<file path="config.mk">
export PLATFORM = sky130hd
export DESIGN_NAME = kbrt_outq
export DESIGN_NICKNAME = d
export VERILOG_FILES = /design/src/design/kbrt_pkg.sv /design/src/design/kbrt_outq.sv
export SDC_FILE = /design/constraint.sdc
export NUM_CORES = 1
export LEC_CHECK = 0
export ABC_AREA = 1
export BUFFER_PORTS_ARGS = -buffer_cell sky130_fd_sc_hd__clkbuf_2
export CAP_MARGIN = 5
export CELL_PAD_IN_SITES_DETAIL_PLACEMENT = 2
export CELL_PAD_IN_SITES_GLOBAL_PLACEMENT = 2
export CORE_MARGIN = 1
export CORE_UTILIZATION = 44
export DETAILED_ROUTE_END_ITERATION = 12
export PLACE_DENSITY = 0.95
export SETUP_SLACK_MARGIN = 0.05
export SYNTH_ARGS = -nofsm -noshare
export SYNTH_HDL_FRONTEND = slang
export SYNTH_SLANG_ARGS = --single-unit
export TNS_END_PERCENT = 20
</file>
<file path="constraint.sdc">
create_clock -name i_clk -period 25.1 [get_ports i_clk]
set_input_delay 5.02 -clock i_clk [delete_from_list [all_inputs] [get_ports i_clk]]
set_output_delay 5.02 -clock i_clk [all_outputs]
set_load 0.02 [all_outputs]
</file>
<file path="src/design/kbrt_pkg.sv">
package kbrt_pkg;

    localparam int BUCKET_SIZE = 8;
    localparam int NUM_BUCKETS = 160;
    localparam int NUM_SLOTS   = NUM_BUCKETS * BUCKET_SIZE;
    localparam int BKT_W       = $clog2(NUM_BUCKETS);
    localparam int LADDR_W     = $clog2(NUM_SLOTS);
    localparam int CNT_W       = $clog2(BUCKET_SIZE + 1);
    localparam int SLOT_W      = (BUCKET_SIZE > 1) ? $clog2(BUCKET_SIZE) : 1;
    localparam int MAX_OUT     = 64;
    localparam int LAST_BKT    = NUM_BUCKETS - 1;
    localparam int SPLIT_BKT   = 80;
    localparam int ID_W        = 160;
    localparam int TS_W        = 48;
    localparam int TOTAL_W     = 11;
    localparam int MC_W        = 7;
    localparam int OP_W        = 3;
    localparam int CHUNK_W     = 32;
    localparam int NUM_CHUNKS  = ID_W / CHUNK_W;
    localparam int CHUNK_IDX_W = $clog2(NUM_CHUNKS);
    localparam int PADDR_W     = 5;
    localparam int PDATA_W     = 64;
    localparam int CQ_DEPTH    = 2;
    localparam int CQ_PTR_W    = $clog2(CQ_DEPTH);
    localparam int OQ_DEPTH    = 4;
    localparam int OQ_PTR_W    = $clog2(OQ_DEPTH);

    localparam logic [1:0] REG_OWN_HIGH = 2'd0;
    localparam logic [1:0] REG_OWN_MID  = 2'd1;
    localparam logic [1:0] REG_OWN_LOW  = 2'd2;

    typedef enum logic [OP_W-1:0] {
        OP_UPDATE   = 3'd0,
        OP_MARK_BAD = 3'd1,
        OP_FIND     = 3'd2,
        OP_REFRESH  = 3'd3,
        OP_COUNT    = 3'd4
    } t_op;

    typedef enum logic [3:0] {
        ST_ADDED        = 4'd0,
        ST_UPDATED      = 4'd1,
        ST_PENDING      = 4'd2,
        ST_QUESTIONABLE = 4'd3,
        ST_REMOVED      = 4'd4,
        ST_NOT_FOUND    = 4'd5,
        ST_PEER         = 4'd6,
        ST_NONE         = 4'd7,
        ST_COUNT        = 4'd8
    } t_status;

    typedef enum logic [3:0] {
        S_IDLE,
        S_META,
        S_SRCH,
        S_DECIDE,
        S_SHIFT,
        S_DROP,
        S_PROM,
        S_FMETA,
        S_FDATA,
        S_FEND,
        S_RSCAN,
        S_RSEL,
        S_RSRCH,
        S_RDONE,
        S_OUT
    } t_bstate;

    typedef struct packed {
        logic [31:0] id_high;
        logic [63:0] id_mid;
        logic [63:0] id_low;
        logic [31:0] address;
        logic [15:0] port;
    } t_peer;

    typedef struct packed {
        t_peer            peer;
        logic [TS_W-1:0]  seen;
        logic             questionable;
    } t_live;

    typedef struct packed {
        t_peer            peer;
        logic [TS_W-1:0]  seen;
    } t_wait;

    typedef struct packed {
        logic [CNT_W-1:0]  fill;
        logic [TS_W-1:0]   touched;
        logic [SLOT_W-1:0] head;
        logic [CNT_W-1:0]  wfill;
    } t_meta;

    typedef struct packed {
        logic [OP_W-1:0]  op;
        logic [BKT_W-1:0] bucket;
        t_peer            peer;
        logic [MC_W-1:0]  mc;
        logic [TS_W-1:0]  now;
    } t_cmd;

    typedef struct packed {
        t_status             status;
        t_peer               peer;
        logic [TOTAL_W-1:0]  total;
        logic                changed;
        logic                last;
    } t_res;

    function automatic logic [4:0] lead32(logic [CHUNK_W-1:0] x);
        logic [4:0] r;
        r = '0;
        for (int i = 0; i < CHUNK_W; i++) begin
            if (x[i]) r = 5'(i);
        end
        return r;
    endfunction

    function automatic logic [LADDR_W-1:0] slot_addr(logic [BKT_W-1:0] b,
                                                     logic [CNT_W-1:0] s);
        return LADDR_W'(b) * LADDR_W'(BUCKET_SIZE) + LADDR_W'(s);
    endfunction

    function automatic logic [SLOT_W-1:0] slot_wrap(logic [CNT_W:0] x);
        logic [CNT_W:0] r;
        r = (x >= (CNT_W+1)'(BUCKET_SIZE)) ? x - (CNT_W+1)'(BUCKET_SIZE) : x;
        return r[SLOT_W-1:0];
    endfunction

    function automatic t_res res_plain(t_status st, logic chg);
        t_res r;
        r = '0;
        r.status  = st;
        r.changed = chg;
        r.last    = 1'b1;
        return r;
    endfunction

    function automatic t_res res_peer(t_peer p, logic lst);
        t_res r;
        r = '0;
        r.status = ST_PEER;
        r.peer   = p;
        r.last   = lst;
        return r;
    endfunction

endpackage

</file>
<file path="src/design/kbrt_outq.sv">
module kbrt_outq (
    input  logic           i_clk,
    input  logic           i_rst_n,
    input  logic           i_push,
    input  kbrt_pkg::t_res i_data,
    output logic           o_full,
    input  logic           i_pop,
    output logic           o_empty,
    output kbrt_pkg::t_res o_head
);
    import kbrt_pkg::*;

    t_res                r_mem [OQ_DEPTH];
    logic [OQ_PTR_W-1:0] r_wr;
    logic [OQ_PTR_W-1:0] r_rd;
    logic [OQ_PTR_W:0]   r_cnt;

    logic do_push;
    logic do_pop;

    assign o_full  = (r_cnt == (OQ_PTR_W+1)'(OQ_DEPTH));
    assign o_empty = (r_cnt == '0);
    assign o_head  = r_mem[r_rd];
    assign do_push = i_push && !o_full;
    assign do_pop  = i_pop && !o_empty;

    always_ff @(posedge i_clk) begin
        if (!i_rst_n) begin
            r_wr  <= '0;
            r_rd  <= '0;
            r_cnt <= '0;
        end else begin
            if (do_push) r_wr <= r_wr + 1'b1;
            if (do_pop)  r_rd <= r_rd + 1'b1;
            if (do_push && !do_pop) begin
                r_cnt <= r_cnt + 1'b1;
            end else if (do_pop && !do_push) begin
                r_cnt <= r_cnt - 1'b1;
            end
        end
    end

    always_ff @(posedge i_clk) begin
        if (do_push) r_mem[r_wr] <= i_data;
    end

endmodule

</file>
### Yosys cells after proc, flatten, opt, wreduce, memory -nomap -nowiden

Memory sizes are Yosys's and may differ from the RTL's. A register that Yosys moved wholly into a read port is not among the register bits.
Cells that the tools add are included.

* memory bits (writable): 900
* register bits: 7
* latch bits: 0
* ROM bits: 0
* word-level logic and storage cells: 25
* bits of input ports: 229
* memories: 1

* div/mod/pow operators: 0
* shift operators: 0
* magnitude comparators: 0
* bitwise operators: 0
* eq/ne operators: 1
* $add $sub $neg: 4
* muxes and demuxes: 6
* reductions and logical operators: 10
* $mul: 0

Memories
* r_mem: depth 4, bits a word 225, rd ports 1, clocked after memory_dff 1, wr ports 1, RTL line kbrt_outq.sv:13 `t_res r_mem [OQ_DEPTH];`

Operators with widths (count)
* $mux 3: 2
* $add 2x1->2 const B: 2
* $logic_and 1x1->1: 4
* $logic_not 1->1: 4
* $mux 2: 2
* $add 3x1->3 const B: 1
* $eq 3x3->1 const B: 1
* $logic_not 3->1: 1
* $sub 3x1->3 const B: 1
* $mux 1: 2
* $reduce_bool 2->1: 1

### Longest topological paths before layout

* depth after elaboration: 7
* gate-level depth with buffers: 13

### Worst setup path before layout

OpenSTA, ideal clock, no wires.

* kind: input-to-reg
* start: in i_push
* end: mem r_mem[0][0] (netlist name), enable pin
* required time: 24.285 ns
* library setup time: 0.815 ns
* slack: 9.832 ns
* stages on the path: 2
* data arrival time: 14.454 ns
* cell sequence: nand2_1 nor2_1

* cells in the longest elaborated chain, start to end: 3

RTL lines
* start, declared: RTL line kbrt_outq.sv:4 `input logic i_push,`
* $logic_and 1x1->1: RTL line kbrt_outq.sv:24 `assign do_push = i_push && !o_full;`
* $mux 1: RTL line kbrt_outq.sv:44 `if (do_push) r_mem[r_wr] <= i_data;`
* $mux 1 (not written as such): RTL line kbrt_outq.sv:44
* end, declared: RTL line kbrt_outq.sv:13

Every way passes these cells.

==> impl_metrics.tcl <==
set metrics [dict create \
    status "complete, no violations" \
    placementRows 101 \
    cp_num_buf_inv 3 \
    slowest_stage "buf_4" \
    ctsResizeCount 0 \
    cap_violations 0 \
    grt_usage 0.2943 \
    grt_pass1_vias 24360 \
    hold_viol 0 \
    dp_cells 3608 \
    drive_gt1_frac 0.2242 \
    setup_viol 0 \
    ctsHtreeMaxLevel 3 \
    gp_congestion 0.7803 \
    initial_utilization 0.4443 \
    syn_avg_cell_area_um2 15.03 \
    async_flop_share 0 \
    routed_wl_um 117500 \
    cpPeakStageDelay_ps 950 \
    yosysTopAreaCell "edfxtp_1" \
    tritoncts "yes" \
    slew_headroom 0.1510 \
    finalCritPeriodShare 0.3741 \
    coreArea_um2 75950 \
    period_needed_ps 9391 \
    drc 0 \
    nets 2910 \
    p_leak_nw 13.80 \
    grt_max_degree 265 \
    met2_length_um 63440 \
    antenna_found_initial 27 \
    first_pass_iters 5 \
    path_max_fanout 106 \
    hold_class "reg -> reg" \
    dp_hpwl_um 71410 \
    drt-initial-drc-count 1881 \
    met1_length_um 41500 \
    crit_path_end_kind "output pin" \
    start_kind "register" \
    vias 22100 \
    viasPerCell 5.823 \
    multi_input_area_um2 5627 \
    r2r_start "r_cnt[0]$_SDFFE_PN0P_" \
    postCtsSetupBuffers 0 \
    synth.area.top_cells "edfxtp_1 80%, o21ai_0 5.9%, nor2_1 5.2%" \
    io_buffer_count 455 \
    ys_seq_elements 909 \
    cts_hold_buf 0 \
    post_drt_wl_per_cell_um 30.94 \
    grt-ovfl-total 0 \
    ant_nets 0 \
    path_clk_slew_ps 60 \
    worstSetupPathType "reg -> out" \
    die_w_um 278.9 \
    die_h_um 278.9 \
    yosysMostFrequentCell "edfxtp_1" \
    synth_ff_type "edfxtp_1" \
    seq_area_frac_synth 0.8063 \
    worst_pin_slew_ps 1274 \
    synth_edf_count 900 \
    cp_top_family "buffers and inverters" \
    finalNonFillerCells 3796 \
    grt_pass1_wl_um 166800 \
    path_cells "buf_4, buf_4, o21ai_0, o22ai_1, clkbuf_2" \
    vdd_drop_max_uv 83.80 \
    dieArea_um2 77800 \
    clockRootBuffer "clkbuf_16" \
    path_common_cell "buf_4" \
    hp-start "r_rd[1]$_SDFFE_PN0P_" \
    powerDensity_nw_per_um2 112.7 \
    yosysWarnings 0 \
    synth_nets 2480 \
    met3_length_um 5898 \
    fin_skew_ps 23.13 \
    synthTopCellsByCount "900 x edfxtp_1, 464 x nor2_1, 400 x o21ai_0" \
    synthesis.area_um2 33740 \
    slew_viol_final 0 \
    io_pins 456 \
    synth_cell_type_count 21 \
    max_clock_freq_mhz 106.5 \
    cts_made_buffers 95 \
    synth_top_area_frac 0.8010 \
    rsz0062_at_grt "false" \
    post-route-util 0.5223 \
    cp.arrival_ps 4370 \
    regArea_um2 27210 \
    syn_to_final_growth_pct 17.57 \
    clock-sinks 909 \
    clkLatencyLatePin_ps 660 \
    setup-tns-final_ps 0 \
    cp_data_required_time_ps 20080 \
    nFillCells 7000 \
    clk_path_buf_depth 3 \
    maxUsedRoutingLayer "met5" \
    postSynthCellCount 2245 \
]
[final timing paths]
kind,to,slack (ps),cells past startpoint
max,o_head[139],15710,5
min,register,550,2
max reg2reg,r_mem[0][66]$_DFFE_PP_,21260,6
min reg2reg,register,550,2
[stage by stage]
step | area, um^2 | hold slack, ps | worst slack [ps] | power (mW)
after floorplan | 33740 | 464.8 | 9832 | 2.671
after global placement | 36690 | 469.2 | 16920 | 2.973
after detailed placement | 36690 | 511.7 | 16440 | 3.098
after CTS | 39620 | 548.7 | 15760 | 4.485
after global routing | 39670 | 586.2 | 15520 | 4.607
final | 39670 | 551.3 | 15710 | 4.470
[tightest hold or removal path, cell delays in order (launching register included)]
cell and delay [ps]:
dfxtp_1 340, nand2_1 80, a21oi_1 90
[power by group]
| group | internal, mW | switching (mW) |
|---|---|---|
| Clock | 0.764 | 0.610 |
| Combinational | 0.279 | 0.893 |
| Sequential | 1.85 | 0.0747 |
| Total | 2.89 | 1.58 |
[final cells by class]
class                   count  share of cell area
clock buffers             117             0.06252
flip-flops and latches    909              0.6860
well taps                1030             0.03249
multi-input cells        1170              0.1418
repair buffers            481             0.06233
clock inverters            52             0.01145
diodes                     19            0.001199
inverters                  18            0.002145
[flip-flops by register name, indices dropped and copies added, names as in the netlist, named ones only]
register and flops:
r_mem 900, r_rd 2, r_wr 2, r_cnt 3
[kinds of logic after synthesis]
| family | after synthesis | synth area share |
|---|---|---|
| flip-flops | 909 | 0.8063 |
| AO/OA/AOI/OAI | 679 | 0.1091 |
| AND/OR/NAND/NOR | 484 | 0.05410 |
| buffers and inverters | 166 | 0.02781 |
| adder cells (fa/ha/maj) | 6 | 0.002447 |
| XOR/XNOR | 1 | 0.0002596 |
[layout by cell type (no fill, tap or decap), drive strengths merged]
cell	n
clkinv	42
buf	26
clkbuf	572
clkinvlp	3
bufinv	6
nand2	15
nor2	464
inv	19
o21ai	451
fa	1
ha	5
nand3	4
xor2	1
diode	19
o22ai	225
dfxtp	9
nand3b	1
edfxtp	900
a21oi	3
[metal layers]
metal,track usage,vias up
met5,0,-
met4,0.1565,14
met3,0.05539,312
met2,0.5395,830
met1,0.3213,11550
li1,-,9397
Note: power is estimated with default switching activity, not from simulation.
