===== config.mk =====
export PLATFORM = sky130hd
export DESIGN_NAME = kbrt_front
export DESIGN_NICKNAME = d
export VERILOG_FILES = /design/src/design/kbrt_pkg.sv /design/src/design/kbrt_front.sv
export SDC_FILE = /design/constraint.sdc
export NUM_CORES = 1
export LEC_CHECK = 0
export CORE_MARGIN = 10
export CORE_UTILIZATION = 45
export CTS_BUF_LIST = sky130_fd_sc_hd__clkbuf_8
export CTS_CLUSTER_DIAMETER = 200
export CTS_CLUSTER_SIZE = 8
export DETAILED_ROUTE_END_ITERATION = 10
export DONT_BUFFER_PORTS = 1
export PLACE_DENSITY = 0.56
export SYNTH_ARGS = -nofsm -noshare
export SYNTH_HDL_FRONTEND = slang
export SYNTH_SLANG_ARGS = --single-unit

===== constraint.sdc =====
create_clock -name i_clk -period 14.25 [get_ports i_clk]
set_input_delay 1.425 -clock i_clk [delete_from_list [all_inputs] [get_ports i_clk]]
set_output_delay 1.425 -clock i_clk [all_outputs]
set_load 0.005 [all_outputs]

===== src/design/kbrt_pkg.sv =====
package kbrt_pkg;

    localparam int BUCKET_SIZE = 8;
    localparam int NUM_BUCKETS = 160;
    localparam int NUM_SLOTS   = NUM_BUCKETS * BUCKET_SIZE;
    localparam int BKT_W       = $clog2(NUM_BUCKETS);
    localparam int LADDR_W     = $clog2(NUM_SLOTS);
    localparam int CNT_W       = $clog2(BUCKET_SIZE + 1);
    localparam int SLOT_W      = (BUCKET_SIZE > 1) ? $clog2(BUCKET_SIZE) : 1;
    localparam int MAX_OUT     = 64;
    localparam int LAST_BKT    = NUM_BUCKETS - 1;
    localparam int SPLIT_BKT   = 80;
    localparam int ID_W        = 160;
    localparam int TS_W        = 48;
    localparam int TOTAL_W     = 11;
    localparam int MC_W        = 7;
    localparam int OP_W        = 3;
    localparam int CHUNK_W     = 32;
    localparam int NUM_CHUNKS  = ID_W / CHUNK_W;
    localparam int CHUNK_IDX_W = $clog2(NUM_CHUNKS);
    localparam int PADDR_W     = 5;
    localparam int PDATA_W     = 64;
    localparam int CQ_DEPTH    = 2;
    localparam int CQ_PTR_W    = $clog2(CQ_DEPTH);
    localparam int OQ_DEPTH    = 4;
    localparam int OQ_PTR_W    = $clog2(OQ_DEPTH);

    localparam logic [1:0] REG_OWN_HIGH = 2'd0;
    localparam logic [1:0] REG_OWN_MID  = 2'd1;
    localparam logic [1:0] REG_OWN_LOW  = 2'd2;

    typedef enum logic [OP_W-1:0] {
        OP_UPDATE   = 3'd0,
        OP_MARK_BAD = 3'd1,
        OP_FIND     = 3'd2,
        OP_REFRESH  = 3'd3,
        OP_COUNT    = 3'd4
    } t_op;

    typedef enum logic [3:0] {
        ST_ADDED        = 4'd0,
        ST_UPDATED      = 4'd1,
        ST_PENDING      = 4'd2,
        ST_QUESTIONABLE = 4'd3,
        ST_REMOVED      = 4'd4,
        ST_NOT_FOUND    = 4'd5,
        ST_PEER         = 4'd6,
        ST_NONE         = 4'd7,
        ST_COUNT        = 4'd8
    } t_status;

    typedef enum logic [3:0] {
        S_IDLE,
        S_META,
        S_SRCH,
        S_DECIDE,
        S_SHIFT,
        S_DROP,
        S_PROM,
        S_FMETA,
        S_FDATA,
        S_FEND,
        S_RSCAN,
        S_RSEL,
        S_RSRCH,
        S_RDONE,
        S_OUT
    } t_bstate;

    typedef struct packed {
        logic [31:0] id_high;
        logic [63:0] id_mid;
        logic [63:0] id_low;
        logic [31:0] address;
        logic [15:0] port;
    } t_peer;

    typedef struct packed {
        t_peer            peer;
        logic [TS_W-1:0]  seen;
        logic             questionable;
    } t_live;

    typedef struct packed {
        t_peer            peer;
        logic [TS_W-1:0]  seen;
    } t_wait;

    typedef struct packed {
        logic [CNT_W-1:0]  fill;
        logic [TS_W-1:0]   touched;
        logic [SLOT_W-1:0] head;
        logic [CNT_W-1:0]  wfill;
    } t_meta;

    typedef struct packed {
        logic [OP_W-1:0]  op;
        logic [BKT_W-1:0] bucket;
        t_peer            peer;
        logic [MC_W-1:0]  mc;
        logic [TS_W-1:0]  now;
    } t_cmd;

    typedef struct packed {
        t_status             status;
        t_peer               peer;
        logic [TOTAL_W-1:0]  total;
        logic                changed;
        logic                last;
    } t_res;

    function automatic logic [4:0] lead32(logic [CHUNK_W-1:0] x);
        logic [4:0] r;
        r = '0;
        for (int i = 0; i < CHUNK_W; i++) begin
            if (x[i]) r = 5'(i);
        end
        return r;
    endfunction

    function automatic logic [LADDR_W-1:0] slot_addr(logic [BKT_W-1:0] b,
                                                     logic [CNT_W-1:0] s);
        return LADDR_W'(b) * LADDR_W'(BUCKET_SIZE) + LADDR_W'(s);
    endfunction

    function automatic logic [SLOT_W-1:0] slot_wrap(logic [CNT_W:0] x);
        logic [CNT_W:0] r;
        r = (x >= (CNT_W+1)'(BUCKET_SIZE)) ? x - (CNT_W+1)'(BUCKET_SIZE) : x;
        return r[SLOT_W-1:0];
    endfunction

    function automatic t_res res_plain(t_status st, logic chg);
        t_res r;
        r = '0;
        r.status  = st;
        r.changed = chg;
        r.last    = 1'b1;
        return r;
    endfunction

    function automatic t_res res_peer(t_peer p, logic lst);
        t_res r;
        r = '0;
        r.status = ST_PEER;
        r.peer   = p;
        r.last   = lst;
        return r;
    endfunction

endpackage


===== src/design/kbrt_front.sv =====
module kbrt_front (
    input  logic                   i_clk,
    input  logic                   i_rst_n,
    input  logic                   i_push,
    output logic                   o_full,
    input  logic [kbrt_pkg::OP_W-1:0] i_op,
    input  kbrt_pkg::t_peer        i_peer,
    input  logic [kbrt_pkg::MC_W-1:0] i_mc,
    input  logic [kbrt_pkg::TS_W-1:0] i_now,
    input  logic [kbrt_pkg::ID_W-1:0] i_own_id,
    output logic                   o_cmd_valid,
    output kbrt_pkg::t_cmd         o_cmd,
    input  logic                   i_cmd_pop
);
    import kbrt_pkg::*;

    logic                   r_busy;
    logic                   r_done;
    logic [CHUNK_IDX_W-1:0] r_chunk;
    t_cmd                   r_item;
    t_cmd                   r_q [CQ_DEPTH];
    logic [CQ_PTR_W-1:0]    r_qwr;
    logic [CQ_PTR_W-1:0]    r_qrd;
    logic [CQ_PTR_W:0]      r_qcnt;

    logic [ID_W-1:0]    xid;
    logic [CHUNK_W-1:0] chunk;
    logic               accept;
    logic               qpush;
    logic               qpop;

    assign xid    = {r_item.peer.id_high, r_item.peer.id_mid, r_item.peer.id_low} ^ i_own_id;
    assign chunk  = xid[CHUNK_W*r_chunk +: CHUNK_W];
    assign accept = i_push && !r_busy;
    assign qpush  = r_busy && r_done && (r_qcnt != (CQ_PTR_W+1)'(CQ_DEPTH));
    assign qpop   = i_cmd_pop && (r_qcnt != '0);

    assign o_full      = r_busy;
    assign o_cmd_valid = (r_qcnt != '0);
    assign o_cmd       = r_q[r_qrd];

    // control
    always_ff @(posedge i_clk) begin
        if (!i_rst_n) begin
            r_busy  <= 1'b0;
            r_done  <= 1'b0;
            r_chunk <= '0;
            r_qwr   <= '0;
            r_qrd   <= '0;
            r_qcnt  <= '0;
        end else begin
            if (accept) begin
                r_busy  <= 1'b1;
                r_done  <= 1'b0;
                r_chunk <= CHUNK_IDX_W'(NUM_CHUNKS - 1);
            end else if (r_busy && !r_done) begin
                if (chunk != '0 || r_chunk == '0) begin
                    r_done <= 1'b1;
                end else begin
                    r_chunk <= r_chunk - 1'b1;
                end
            end else if (qpush) begin
                r_busy <= 1'b0;
                r_done <= 1'b0;
            end
            if (qpush) r_qwr <= r_qwr + 1'b1;
            if (qpop)  r_qrd <= r_qrd + 1'b1;
            if (qpush && !qpop) begin
                r_qcnt <= r_qcnt + 1'b1;
            end else if (qpop && !qpush) begin
                r_qcnt <= r_qcnt - 1'b1;
            end
        end
    end

    // payload
    always_ff @(posedge i_clk) begin
        if (accept) begin
            r_item.op     <= i_op;
            r_item.bucket <= '0;
            r_item.peer   <= i_peer;
            r_item.mc     <= i_mc;
            r_item.now    <= i_now;
        end else if (r_busy && !r_done) begin
            if (chunk != '0) begin
                r_item.bucket <= BKT_W'(r_chunk) * BKT_W'(CHUNK_W) + BKT_W'(lead32(chunk));
            end else begin
                r_item.bucket <= '0;
            end
        end
        if (qpush) r_q[r_qwr] <= r_item;
    end

endmodule


# Word-level counts from Yosys, hierarchy flattened
# Memories as Yosys holds them, arrays and structs flattened. A register that Yosys moved wholly into a read port is not among the register bits.
# Index checks and enable logic that the tools add are counted.
[totals]
ff_bits = 283
mem_bits_rw = 548
inputBits = 430
wordCells = 104
mem_count = 1
[classes]
addsub = 6
eq_ne = 4
n_shift = 1
mux = 49
bitwise = 3
n_reduce_logical = 24
[mem_list]
columns = ["name", "words", "word_bits", "rd", "rd_clocked_by_memory_dff", "write_ports", "line", "text"]
rows = [
  ["r_q", 2, 274, 1, 1, 1, "kbrt_front.sv:21", "t_cmd r_q [CQ_DEPTH];"],
]
[ops]
columns = ["cell", "n"]
rows = [
  ["5-bit 2-to-1 mux", 33],
  ["160-bit by 9-bit variable part select with 32-bit output", 1],
  ["160-bit bitwise XOR", 1],
  ["32-bit nonzero test", 1],
  ["1-bit 2-to-1 mux", 10],
  ["2-bit nonzero test", 5],
  ["3-bit 2-to-1 mux", 3],
  ["8-bit by 5-bit adder with 8-bit output", 1],
  ["8-bit 2-to-1 mux", 1],
  ["2-bit AND reduction", 4],
  ["1-bit logical AND", 7],
  ["2-bit inequality test (second input constant)", 3],
  ["1-bit zero test", 4],
  ["2-bit 2-to-1 mux", 2],
  ["3-bit zero test", 1],
  ["3-bit by 1-bit subtractor with 3-bit output (second input constant)", 1],
  ["1-bit adder (second input constant)", 2],
  ["2-bit by 1-bit adder with 2-bit output (second input constant)", 1],
  ["2-bit by 1-bit inequality test with 1-bit output (second input constant)", 1],
  ["1-bit inverter", 2],
  ["2-bit OR reduction", 1],
  ["2-bit by 1-bit subtractor with 2-bit output (second input constant)", 1],
  ["1-bit logical OR", 1],
]

# Depth between registers and ports, before layout
[depth]
ltp_word = 38
depth_mapped = 13
mapped_depth_nobuf = 8

# Worst setup path after synthesis
# No wires, ideal clock.
[synth_timing]
path_kind = "flip-flop to flip-flop"
from = "register r_busy (netlist: o_full)"
to = "register r_qwr"
setup_time_ns = 0.112
arrival_time_ns = 12.835
path_slack_ns = 1.304
stages_incl_launch_ff = 4
n_path_buf = 0
path_cell_list = "dfxtp_1 > o211ai_1 > nor2_1 > o21a_1"
[synth_via]
elab_chain_cells = 2
[synth_rtl]
columns = ["item", "line", "text"]
rows = [
  ["from (decl)", "kbrt_front.sv:17", "logic r_busy;"],
  ["from (signal assigned)", "kbrt_front.sv:45", "r_busy <= 1'b0;"],
  ["from (signal assigned)", "kbrt_front.sv:53", "r_busy <= 1'b1;"],
  ["from (signal assigned)", "kbrt_front.sv:63", "r_busy <= 1'b0;"],
  ["1-bit logical AND (2 in a row)", "kbrt_front.sv:35", "assign qpush = r_busy && r_done && (r_qcnt != (CQ_PTR_W+1)'(CQ_DEPTH));"],
  ["to (signal assigned)", "kbrt_front.sv:66", "if (qpush) r_qwr <= r_qwr + 1'b1;"],
  ["to (decl)", "kbrt_front.sv:22", "logic [CQ_PTR_W-1:0] r_qwr;"],
]
# Every way passes these cells.
# A chain may end at the register's enable or synchronous reset.

==> metrics.yaml <==
flow_run:
  max_cap_violations: 0
critical_path:
  worstPathCellList: "buf_4, buf_4, mux2_2"
  cp_max_fo: 67
  arrival_ns: 3.70
  cpPeakStageDelay_ns: 0.84
  cp.required_ns: 12.82
  cp-end-kind: "primary output"
  crit_buf_inv: 2
  slowest_stage: "buf_4"
  critPathTopFamily: "buffers and inverters"
  critPathKind: "reg2out"
  startpoint_type: "register"
  cp_common_cell: "buf_4"
clock_network:
  cts.sinks: 832
  clock_path_buffers: 3
  holdBufCountCts: 0
  cts.repair.resized: 0
  clock_latency_ns: 0.73
  cts_htree_levels: 3
  cts_made_buffers: 113
  cts_root_buf: "clkbuf_8"
  cts_tree: "yes"
  post_cts_buffers: 0
  path_clk_slew_ns: 0.07
synth:
  synth_common_cells: "edfxtp_1, mux2_2, xnor2_1"
  yosysWarnings: 0
  synth-async-reset-ratio: 0
  yosysMostFrequentCell: "edfxtp_1"
  syn_area_um2: 31300
  synth_top_area_frac: 0.781
  syn_avg_cell_area_um2: 20.5
  synth_area_leaders: "edfxtp_1, mux2_2, xnor2_1"
  synth_edf_count: 814
  ys_types: 60
  synth_seq_area_share: 0.792
  synth_nets: 1964
  ys_ff_latch: 832
  synth_ff_type: "edfxtp_1"
  syn_inst: 1531
  synth_top_area_cell: "edfxtp_1"
min_path:
  min_path_type: "reg2reg"
timing:
  setup_viol: 0
  tns_ns: 0
  max_freq_mhz: 195
  relSlewSlack: 0.290
  period_minus_slack_ns: 5.13
  finalHoldViolations: 0
  worst_pin_slew_ns: 1.07
  period_share: 0.360
  rsz0062_at_grt: "no"
  drv_slew: 0
  worst_slack_ns: 9.12
  finalClockSkew_ns: 0.0500
place:
  numPortBuffers: 0
  place_ws_ns: 9.69
  post_dp_cell_area_um2: 32400
  globalplace.congestion: 0.791
  hpwl_mm: 58.6
floorplan:
  core_area_um2: 68800
  die_h_um: 284
  start_util: 0.455
  row_count: 96
  die_area_um2: 80500
  top_level_ports: 706
  die_w_um: 284
cells_and_area:
  register_area_um2: 24800
  final_util: 0.498
  nets: 2049
  finish.instance_area_um2: 34200
  fillCellCount: 5625
  multi_input_area_um2: 6240
  drive_above_1_share: 0.265
  area_delta_synth_final_pct: 9.35
power:
  ir_worst_vdd_mv: 0.118
  p_leak_nw: 10.8
  power_density_nw_per_um2: 150
global_route:
  grt_pass1_wl_mm: 114
  grt_max_degree: 131
  antenna_found_initial: 33
  gr-total-overflow: 0
  grt_usage: 0.198
  first_global_vias: 14956
routing:
  dr.pass1.iters: 5
  wl_mm: 83.0
  vias_per_cell: 5.47
  ant_nets: 0
  wl_per_cell_um: 31.8
  vias: 14261
  drt-initial-drc-count: 1050
  drc: 0
outcome:
  status: "finished clean"
## report_power, final
group | total [mW] | switching [mW] | internal [mW]
registers | 2.86 | 0.0682 | 2.79
logic | 0.718 | 0.411 | 0.307
clock network | 1.56 | 0.837 | 0.725
## flip-flops by register name, indices dropped and copies added (netlist names), named ones only
signal	flops
r_q	548
r_item	274
r_chunk	3
r_qcnt	2
o_full	1
r_done	1
r_qrd	1
r_qwr	1
## metal layers
| metal | vias to the layer above | wire, um | track usage |
|---|---|---|---|
| met5 | - | 172 | 0 |
| met4 | 24 | 2130 | 0.0721 |
| met2 | 579 | 43400 | 0.345 |
| li1 | 6173 | - | - |
| met1 | 7327 | 28700 | 0.206 |
| met3 | 158 | 8630 | 0.0912 |
## layout by cell type, fill, tap and decap left out, drive strengths merged, types with 4 or more instances in the layout
master  netlist  routed
a21oi         9       9
nor4          7       7
dfxtp        18      18
nor2b         5       5
buf          12      17
nor3          7       7
xor2          9       9
clkbuf       35     114
diode         0      20
and2          5       5
mux4         27      27
nand3         9       9
nor2         29      29
o22ai        26      26
o21ai        11      11
nand2        11      11
nand4         4       4
inv          12      51
or4           4       4
xnor2       154     154
nand2b        5       5
edfxtp      814     814
o211ai        4       4
mux2        274     274
## worst reg2reg max path, cell delays in order (launching register included)
cell and delay [ns]:
dfxtp_1 0.71, or3b_2 0.81, o22ai_1 0.40, or4_1 0.62, or4b_4 0.59, or4_1 0.69
o31ai_1 0.25, a21oi_1 0.09
## kinds of logic after synthesis
logic type	Yosys count	share of synthesized area
flops	832	0.792
mux	304	0.120
xor+xnor	163	0.0456
simple gates	94	0.0158
compound gates	76	0.0162
buf+inv	59	0.00891
fa+ha+maj	3	0.00120
## area by class of cell
class	count	area share
sequential	832	0.724
multi-input combinational	640	0.182
clock buffer	114	0.0458
tap	931	0.0340
clock inverter	42	0.00603
timing repair buffer	17	0.00409
inverter	12	0.00175
antenna	20	0.00146
## worst paths after layout
check / start / endpoint / slack, ns / depth (start not counted)
worst max register to register: r_chunk[0]$_SDFFE_PP0P_ / r_chunk[0]$_SDFFE_PP0P_ / 9.98 / 7
worst max-delay path: register / o_cmd[104] / 9.12 / 3
worst min register to register: r_item[12]$_DFFE_PP_ / r_q[1][12]$_DFFE_PP_ / 0.40 / 0
worst min-delay path: r_item[12]$_DFFE_PP_ / r_q[1][12]$_DFFE_PP_ / 0.40 / 0
## stage by stage
stage          power (mW)  cells  hold slack, ns
2_1_floorplan        3.42   1531           0.421
3_3_place_gp         3.64   2432           0.422
3_5_place_dp         3.65   2432           0.430
4_1_cts              5.22   2588           0.409
5_1_grt              5.35   2599           0.434
6_report             5.14   2608           0.400
Note: power is estimated with default switching activity, not from simulation.
